**config.mk**
```make
export PLATFORM = sky130hd
export DESIGN_NAME = hdic_hash
export DESIGN_NICKNAME = d
export VERILOG_FILES = /design/src/rtl/core/hashed_direct_mapped_id_cache_core_defines.svh /design/src/rtl/core/hdic_pkg.sv /design/src/rtl/core/hdic_hash.sv
export SDC_FILE = /design/constraint.sdc
export NUM_CORES = 1
export LEC_CHECK = 0
export BUFFER_PORTS_ARGS = -buffer_cell sky130_fd_sc_hd__buf_2
export CAP_MARGIN = 30
export CORE_MARGIN = 1
export CORE_UTILIZATION = 60
export DETAILED_ROUTE_END_ITERATION = 10
export GPL_TIMING_DRIVEN = 0
export PLACE_DENSITY = 0.89
export SLEW_MARGIN = 20
export SYNTH_ARGS = -nofsm -noshare
export SYNTH_HDL_FRONTEND = slang
export SYNTH_SLANG_ARGS = --single-unit
```
**constraint.sdc**
```tcl
create_clock -name clk -period 12.4 [get_ports clk]
set_input_delay 2.48 -clock clk [delete_from_list [all_inputs] [get_ports clk]]
set_output_delay 2.48 -clock clk [all_outputs]
set_load 0.02 [all_outputs]
```
**src/rtl/core/hashed_direct_mapped_id_cache_core_defines.svh**
```systemverilog
// ----------------------------------------------------------------------------
// Hashed ID cache assertion macros
// Concurrent assertion shorthands that compile away in synthesis.
// ----------------------------------------------------------------------------
`ifndef HASHED_DIRECT_MAPPED_ID_CACHE_CORE_DEFINES_SVH
`define HASHED_DIRECT_MAPPED_ID_CACHE_CORE_DEFINES_SVH
`ifndef SYNTHESIS
`define HDIC_ASSERT_IMP(label, clk, rst_n, ante, cons) \
    label: assert property (@(posedge clk) disable iff (!rst_n) (ante) |-> (cons)) \
        else $error("same-cycle implication check failed");
`define HDIC_ASSERT_NXT(label, clk, rst_n, ante, cons) \
    label: assert property (@(posedge clk) disable iff (!rst_n) (ante) |=> (cons)) \
        else $error("next-cycle implication check failed");
`else
`define HDIC_ASSERT_IMP(label, clk, rst_n, ante, cons)
`define HDIC_ASSERT_NXT(label, clk, rst_n, ante, cons)
`endif
`endif

```
**src/rtl/core/hdic_pkg.sv**
```systemverilog
// ----------------------------------------------------------------------------
// Hashed ID cache package
// Shared constants, codes and the slot entry type.
// ----------------------------------------------------------------------------
`default_nettype none

package hdic_pkg;

    localparam int SLOT_COUNT_DEF = 1024;

    localparam logic [31:0] MIX_C1 = 32'h85eb_ca6b;
    localparam logic [31:0] MIX_C2 = 32'hc2b2_ae35;

    localparam logic [31:0] LOW_BOUND_RST  = 32'h0001_0000;
    localparam logic [31:0] HIGH_BOUND_RST = 32'hFFE0_0000;

    localparam logic [1:0] REQ_LOOKUP = 2'd0;
    localparam logic [1:0] REQ_FILL   = 2'd1;
    localparam logic [1:0] REQ_INVAL  = 2'd2;

    localparam logic [1:0] STAT_NULL = 2'd0;
    localparam logic [1:0] STAT_HIT  = 2'd1;
    localparam logic [1:0] STAT_MISS = 2'd2;
    localparam logic [1:0] STAT_DONE = 2'd3;

    localparam logic CFG_LOW_BOUND  = 1'b0;
    localparam logic CFG_HIGH_BOUND = 1'b1;

    typedef struct packed {
        logic [63:0] tag;
        logic [31:0] ptr;
    } slot_entry_t;

endpackage

`default_nettype wire

```
**src/rtl/core/hdic_hash.sv**
```systemverilog
// ----------------------------------------------------------------------------
// Hashed ID cache slot hash
// Folds the identifier, runs the fmix32 mix over registered stages and
// reduces the result to a slot index.
// ----------------------------------------------------------------------------
`default_nettype none

module hdic_hash
    import hdic_pkg::*;
#(
    parameter int SLOT_COUNT = SLOT_COUNT_DEF,
    localparam int IDX_W = $clog2(SLOT_COUNT)
)
(
    input  wire logic             clk,
    input  wire logic             rst_n,
    input  wire logic             in_valid,
    input  wire logic [63:0]      in_id,
    output logic                  out_valid,
    output logic [IDX_W-1:0]      out_slot
);

    logic [31:0] fold;
    logic [31:0] h0_reg;
    logic [31:0] h0_next;
    logic [31:0] m1_reg;
    logic [31:0] m1_next;
    logic [31:0] x1;
    logic [31:0] m2_reg;
    logic [31:0] m2_next;
    logic [31:0] h3_reg;
    logic [31:0] h3_next;
    logic [3:0]  vld_reg;

    assign fold    = in_id[31:0] ^ in_id[63:32];
    assign h0_next = fold ^ (fold >> 16);
    assign m1_next = h0_reg * MIX_C1;
    assign x1      = m1_reg ^ (m1_reg >> 13);
    assign m2_next = x1 * MIX_C2;
    assign h3_next = m2_reg ^ (m2_reg >> 16);

    always_ff @(posedge clk)
    begin
        h0_reg <= h0_next;
        m1_reg <= m1_next;
        m2_reg <= m2_next;
        h3_reg <= h3_next;
    end

    always_ff @(posedge clk or negedge rst_n)
    begin
        if (!rst_n)
        begin
            vld_reg <= '0;
        end
        else
        begin
            vld_reg <= {vld_reg[2:0], in_valid};
        end
    end

    generate
        if ((SLOT_COUNT & (SLOT_COUNT - 1)) == 0)
        begin : g_mask
            assign out_valid = vld_reg[3];
            assign out_slot  = h3_reg[IDX_W-1:0];
        end
        else
        begin : g_rem
            localparam logic [IDX_W:0] SLOT_K = (IDX_W + 1)'(SLOT_COUNT);
            localparam logic [32:0] RECIP =
                33'(((64'd1 << (32 + IDX_W)) + 64'(SLOT_COUNT) - 64'd1) / 64'(SLOT_COUNT));

            logic [31:0]       n1_reg;
            logic [31:0]       n2_reg;
            logic [63:0]       prod_lo;
            logic [64:0]       prod_reg;
            logic [64:0]       prod_next;
            logic [32-IDX_W:0] quot;
            logic [31:0]       qk_reg;
            logic [31:0]       qk_next;
            logic [31:0]       diff;
            logic [IDX_W-1:0]  rem_reg;
            logic [2:0]        stg_reg;

            // The quotient comes from a rounded-up reciprocal, which is exact for
            // every 32-bit value; the remainder is what is left after it.
            assign prod_lo   = 64'(h3_reg) * 64'(RECIP[31:0]);
            assign prod_next = {1'b0, prod_lo} + (RECIP[32] ? {1'b0, h3_reg, 32'd0} : 65'd0);
            assign quot      = prod_reg[64:32+IDX_W];
            assign qk_next   = 32'(quot) * 32'(SLOT_K);
            assign diff      = n2_reg - qk_reg;

            always_ff @(posedge clk)
            begin
                n1_reg   <= h3_reg;
                prod_reg <= prod_next;
                n2_reg   <= n1_reg;
                qk_reg   <= qk_next;
                rem_reg  <= diff[IDX_W-1:0];
            end

            always_ff @(posedge clk or negedge rst_n)
            begin
                if (!rst_n)
                begin
                    stg_reg <= '0;
                end
                else
                begin
                    stg_reg <= {stg_reg[1:0], vld_reg[3]};
                end
            end

            assign out_valid = stg_reg[2];
            assign out_slot  = rem_reg;
        end
    endgenerate

endmodule

`default_nettype wire

```
==> flow_metrics.env, run 1 <==
export IMPL_outcome="completed"
export IMPL_routedWlPerCell_um=18.5
export IMPL_fillers=2119
export IMPL_drt_iter0_drc=597
export IMPL_slowest_delay_ps=670
export IMPL_synth_top_area_cell="fa_1"
export IMPL_fin_hold_ws_ps=355
export IMPL_synth_cell_types=54
export IMPL_finalCritPeriodShare_pct=56.0
export IMPL_synthArstFlopShare_pct=4.08
export IMPL_grt_pass1_vias=13232
export IMPL_regArea_mm2=0.00198
export IMPL_grt_pass1_wl_mm=65.3
export IMPL_antenna_left=0
export IMPL_io_buffer_count=77
export IMPL_ios=78
export IMPL_required_ps=12650
export IMPL_cp_start_kind="flip-flop"
export IMPL_hold_viol=0
export IMPL_layout_nets=2503
export IMPL_vias=11588
export IMPL_place_gp_congestion=0.986
export IMPL_cp_max_fo=6
export IMPL_synth_top_cell_area_share_pct=36.9
export IMPL_min_period_ps=6950
export IMPL_drv_slew=0
export IMPL_drc=0
export IMPL_r2r_start="h0_reg[5]"
export IMPL_maxSlewHeadroom_pct=37.2
export IMPL_initial_utilization_pct=61.0
export IMPL_hpwl_mm=36.3
export IMPL_rsz0062_at_grt="no"
export IMPL_clock_root_buffer="clkbuf_16"
export IMPL_cts_buffer_depth=2
export IMPL_cts_setup_buffers=0
export IMPL_chipHeight_um=173
export IMPL_critPathLaunch="h0_reg[5]"
export IMPL_rrSetupSlack_ps=5450
export IMPL_synth_edff_count=0
export IMPL_numCtsBuffers=9
export IMPL_max_cap_violations=0
export IMPL_drt_pass1_iterations=5
export IMPL_rows=62
export IMPL_crit_top_cell="fa_1"
export IMPL_critPathBufInv=2
export IMPL_fin_tns_setup_ps=0
export IMPL_crit_type="reg2reg"
export IMPL_overflow=0
export IMPL_routed_wl_mm=40.1
export IMPL_cp_depth=19
export IMPL_cp_slowest_cell="dfxtp_1"
export IMPL_end_kind="flip-flop"
export IMPL_vias_per_cell=5.36
export IMPL_synth_cells=1680
export IMPL_critical_path_top_delay_family="adder cells"
export IMPL_grt_usage_pct=28.6
export IMPL_worstPathCellList="inv_1 > fa_1 > fa_1 > fa_1 > inv_1 > ha_1 > ha_1 > fa_1 > fa_1 > fa_1 > ha_1 > o21ai_0 > a21oi_1 > a211oi_1 > a221o_1 > o31ai_4 > o31ai_1 > o211a_1 > a311oi_1"
export IMPL_clock_fmax_mhz=144
export IMPL_yosys_most_used_dff="dfxtp_1"
export IMPL_netlist_top_cells_area="fa_1 (37%), ha_1 (24%), inv_1 (12%)"
export IMPL_clkSlewWorstSetupHoldPaths_ps=60
export IMPL_r2r_cells=19
export IMPL_cts_sink_count=98
export IMPL_synthesis_area_mm2=0.0175
export IMPL_worstMarginPinSlew_ps=939
export IMPL_cp_arrival_ps=7200
export IMPL_grt_max_degree=17
export IMPL_n_antenna_cell=0
export IMPL_syn_avg_cell_area_um2=10.4
export IMPL_yosysWarnings=0
export IMPL_cts_tree="built"
export IMPL_clock_skew_ps=7.55
export IMPL_areaGrowthSynthToFinish_pct=6.80
export IMPL_setup_viol=0
export IMPL_synth_seq_cells=98
export IMPL_layout_drive_gt1_share_pct=5.80
export IMPL_cts_resized=0
export IMPL_antenna_found_initial=0
export IMPL_clock_latency_ps=360
export IMPL_yosysSeqAreaShare_pct=11.3
export IMPL_multi_input_area_mm2=0.0135
export IMPL_endpoint="m1_reg[31]"
export IMPL_core_area_mm2=0.0287
export IMPL_synth_nets=2412
export IMPL_cts_hold_buf=0
export IMPL_r2r_end="m1_reg[31]"
export IMPL_die_w_um=173
export IMPL_die_area_mm2=0.0299
export IMPL_htreeDepth=3
export IMPL_worstHoldPathType="reg2reg"
[synth_stat cells (all sizes together), types with 2 or more instances]
cell	number
o31ai	5
inv	549
o21ai	26
ha	342
dfxtp	94
a311oi	3
o311ai	3
xnor2	107
a31oi	4
fa	323
xor2	62
o21a	4
nand3	7
and2	4
a211oi	7
dfrtp	4
nand2	18
nor3	12
a31o	2
o21bai	4
a21o	9
nor2	19
a21oi	34
xnor3	2
nand2b	2
and3	5
o211ai	5
a221oi	2
nor2b	3
[layout by cell type (no fill, tap or decap), drive strengths merged, types with 19 or more instances in the layout]
master  count
ha        342
a21oi      34
o21ai      26
dfxtp      94
xor2       62
buf        81
nor2       19
xnor2     107
fa        323
inv       550
[per-stage QoR]
step           setup slack, ps  instances  cell area [um2]  utilization (%)
6_report                  5450       2160            18700             65.1
5_1_grt                   5150       2160            18700             65.1
4_1_cts                   5480       2159            18700             65.1
3_5_place_dp              5530       2143            18400             64.1
3_3_place_gp              5680       2141            18400             64.0
2_1_floorplan             6270       1680            17500                -
[cell families (layout without fill, tap and decap cells)]
kind of cell	after synthesis	in the layout	synth area share, %
buffers and inverters	551	647	11.9
XOR/XNOR	171	171	8.72
AO/OA/AOI/OAI	120	120	4.65
flip-flops	98	98	11.3
AND/OR/NAND/NOR	75	75	2.05
adder cells (fa/ha/maj)	665	665	61.4
[worst reg2reg max path, delay by kind of cell (launching register included)]
| kind | cells | cell delay [ps] |
|---|---|---|
| adder cells (fa/ha/maj) | 9 | 3960 |
| buffers and inverters | 2 | 340 |
| flip-flops | 1 | 670 |
| AO/OA/AOI/OAI | 8 | 1880 |
[worst min-delay path by stage]
stage | start | endpoint | slack, ps | cells after the start
final | vld_reg[0] | vld_reg[1] | 360 | 0
after global placement | vld_reg[2] | vld_reg[3] | 340 | 0
after floorplan | vld_reg[0] | vld_reg[1] | 330 | 0
after global routing | vld_reg[1] | vld_reg[2] | 370 | 0
after detailed placement | vld_reg[1] | vld_reg[2] | 340 | 0
after CTS | vld_reg[0] | vld_reg[1] | 360 | 0
[per-layer routing]
| metal | share of wire, % | routed length (um) | up-vias | global-route usage (%) |
|---|---|---|---|---|
| met2 | 51 | 20600 | 427 | 51.4 |
| li1 | - | - | 5261 | - |
| met3 | 5.0 | 2020 | 162 | 4.51 |
| met5 | 0 | 0 | - | 0 |
| met1 | 36 | 14400 | 5738 | 31.0 |
| met4 | 7.5 | 3020 | 0 | 19.4 |
[final cells by class]
cell class                      count  share of cell area [%]
Clock buffer                       10                    1.23
Tap cell                          384                    2.57
Timing Repair Buffer               80                    2.18
Clock inverter                      6                   0.348
Sequential cell                    98                    10.6
Multi-Input combinational cell   1031                    72.0
Buffer                              2                  0.0803
Inverter                          549                    11.0
Power of run 1 is not shown: default switching activity piles up to over one toggle a cycle in this logic, so the estimate is an artifact.
==> inputs of run 2 (changes only) <==
==> constraint.sdc (replaced) <==
create_clock -name clk -period 7.17 [get_ports clk]
set_input_delay 1.434 -clock clk [delete_from_list [all_inputs] [get_ports clk]]
set_output_delay 1.434 -clock clk [all_outputs]
set_load 0.02 [all_outputs]
==> flow_metrics.env, run 2 (synthesis results as in run 1) <==
export IMPL_fin_ws_ps=264
export IMPL_areaGrowthSynthToFinish_pct=6.88
export IMPL_place_gp_congestion=0.986
export IMPL_crit_top_cell="fa_1"
export IMPL_place_ws_ps=304
export IMPL_met3_usage_pct=4.51
export IMPL_fillers=2116
export IMPL_numCtsBuffers=9
export IMPL_regArea_mm2=0.00198
export IMPL_drv_slew=0
export IMPL_hold_viol=0
export IMPL_clock_fmax_mhz=145
export IMPL_grt_use_met2_pct=51.4
export IMPL_worstPathCellList="inv_1 > fa_1 > fa_1 > fa_1 > inv_1 > ha_1 > ha_1 > fa_1 > fa_1 > fa_1 > ha_1 > o21ai_0 > a21oi_1 > a211oi_1 > a221o_1 > o31ai_4 > o31ai_2 > o211a_1 > a311oi_1"
export IMPL_finalCritPeriodShare_pct=96.3
export IMPL_cp_depth=19
export IMPL_routed_wl_mm=40.2
export IMPL_cts_tree="built"
export IMPL_cts_hold_buf=0
export IMPL_crit_type="reg2reg"
export IMPL_routedWlPerCell_um=18.6
export IMPL_drt_pass1_iterations=7
export IMPL_cp_max_fo=6
export IMPL_rows=62
export IMPL_layout_nets=2503
export IMPL_cts_buffer_depth=2
export IMPL_chipHeight_um=173
export IMPL_io_buffer_count=77
export IMPL_fin_tns_setup_ps=0
export IMPL_htreeDepth=3
export IMPL_required_ps=7420
export IMPL_clock_root_buffer="clkbuf_16"
export IMPL_min_period_ps=6910
export IMPL_antenna_left=0
export IMPL_drt_iter0_drc=631
export IMPL_clkSlewWorstSetupHoldPaths_ps=70
export IMPL_worstMarginPinSlew_ps=946
export IMPL_vias_per_cell=5.39
export IMPL_drc=0
export IMPL_end_kind="flip-flop"
export IMPL_final_common_cell="inv_1"
export IMPL_die_w_um=173
export IMPL_max_cap_violations=0
export IMPL_critical_path_top_delay_family="adder cells"
export IMPL_clock_latency_ps=360
export IMPL_critPathBufInv=2
export IMPL_top_usage_layer="met2"
export IMPL_overflow=0
export IMPL_outcome="completed"
export IMPL_slowest_delay_ps=660
export IMPL_rsz0062_at_grt="no"
export IMPL_maxSlewHeadroom_pct=36.7
export IMPL_setup_viol=0
export IMPL_grt_pass1_wl_mm=65.3
export IMPL_multi_input_area_mm2=0.0135
export IMPL_core_area_mm2=0.0287
export IMPL_hpwl_mm=36.3
export IMPL_worstHoldPathType="reg2reg"
export IMPL_grt_pass1_vias=13232
export IMPL_min_path_cells=0
export IMPL_ios=78
export IMPL_final_area_mm2=0.0187
export IMPL_cp_arrival_ps=7160
export IMPL_cp_slowest_cell="dfxtp_1"
export IMPL_clock_skew_ps=7.09
export IMPL_grt_max_degree=17
export IMPL_antenna_found_initial=0
export IMPL_r2r_cells=19
export IMPL_place_area_mm2=0.0184
export IMPL_grt_util_met1_pct=31.0
export IMPL_initial_utilization_pct=61.0
export IMPL_n_antenna_cell=0
export IMPL_cp_start_kind="flip-flop"
export IMPL_vias=11635
export IMPL_layout_drive_gt1_share_pct=6.02
export IMPL_final_cell_mix="inv_1 (549), ha_1 (342), fa_1 (323)"
export IMPL_die_area_mm2=0.0299
export IMPL_cts_sink_count=98
export IMPL_grt_usage_pct=28.6
## run 2: changes by cell type in the layout (fill, tap and decap cells not counted)
cell     previous run  this run
dfxtp_2             0         2
xnor2_1           107       106
o31ai_1             4         3
o31ai_2             0         1
dfxtp_1            94        92
xnor2_2             0         1
## run 2: layout make-up
class	instances	area share [%]
clock inverters	6	0.348
repair buffers	80	2.18
plain buffers	2	0.0803
clock buffers	10	1.22
multi-input cells	1031	72.0
well taps	384	2.57
inverters	549	11.0
flip-flops and latches	98	10.6
## run 2: path summary, 6_finish.rpt
path	startpoint	to	slack, ps
max in group asynchronous	rst_n	vld_reg[1]	6180
min in group asynchronous	rst_n	vld_reg[3]	870
hold reg to reg	vld_reg[0]	vld_reg[1]	360
hold / removal	vld_reg[0]	vld_reg[1]	360
setup reg to reg	h0_reg[5]	m1_reg[31]	260
setup / recovery	h0_reg[5]	m1_reg[31]	260
## run 2: repair_timing
action | 4_1_cts | 5_1_grt
hold endpoints to repair | 0 | 0
gates resized for setup | 0 | 4
setup buffers | 0 | 0
endpoints found under the setup margin | 0 | 1
## run 2: worst register-to-register path: cells and delay by family (launching register included)
kind            cells  cell delay, ps
compound gates      8            1850
fa+ha+maj           9            3950
buf+inv             2             340
flops               1             660
## run 2: per-layer routing
metal  vias to the layer above  routed length (um)
li1                       5262                   -
met1                      5769               14600
met2                       437               20700
met3                       167                1930
met4                         0                3050
met5                         -                   0
## run 2: per-stage QoR
| stage | hold slack, ps | util [%] | std cells |
|---|---|---|---|
| global placement | 343 | 64.0 | 2141 |
| detailed placement | 343 | 64.1 | 2143 |
| floorplan | 331 | - | 1680 |
| CTS | 358 | 65.1 | 2159 |
| finish | 355 | 65.2 | 2160 |
| global route | 369 | 65.2 | 2160 |
Power of run 2 is left out for the same reason.
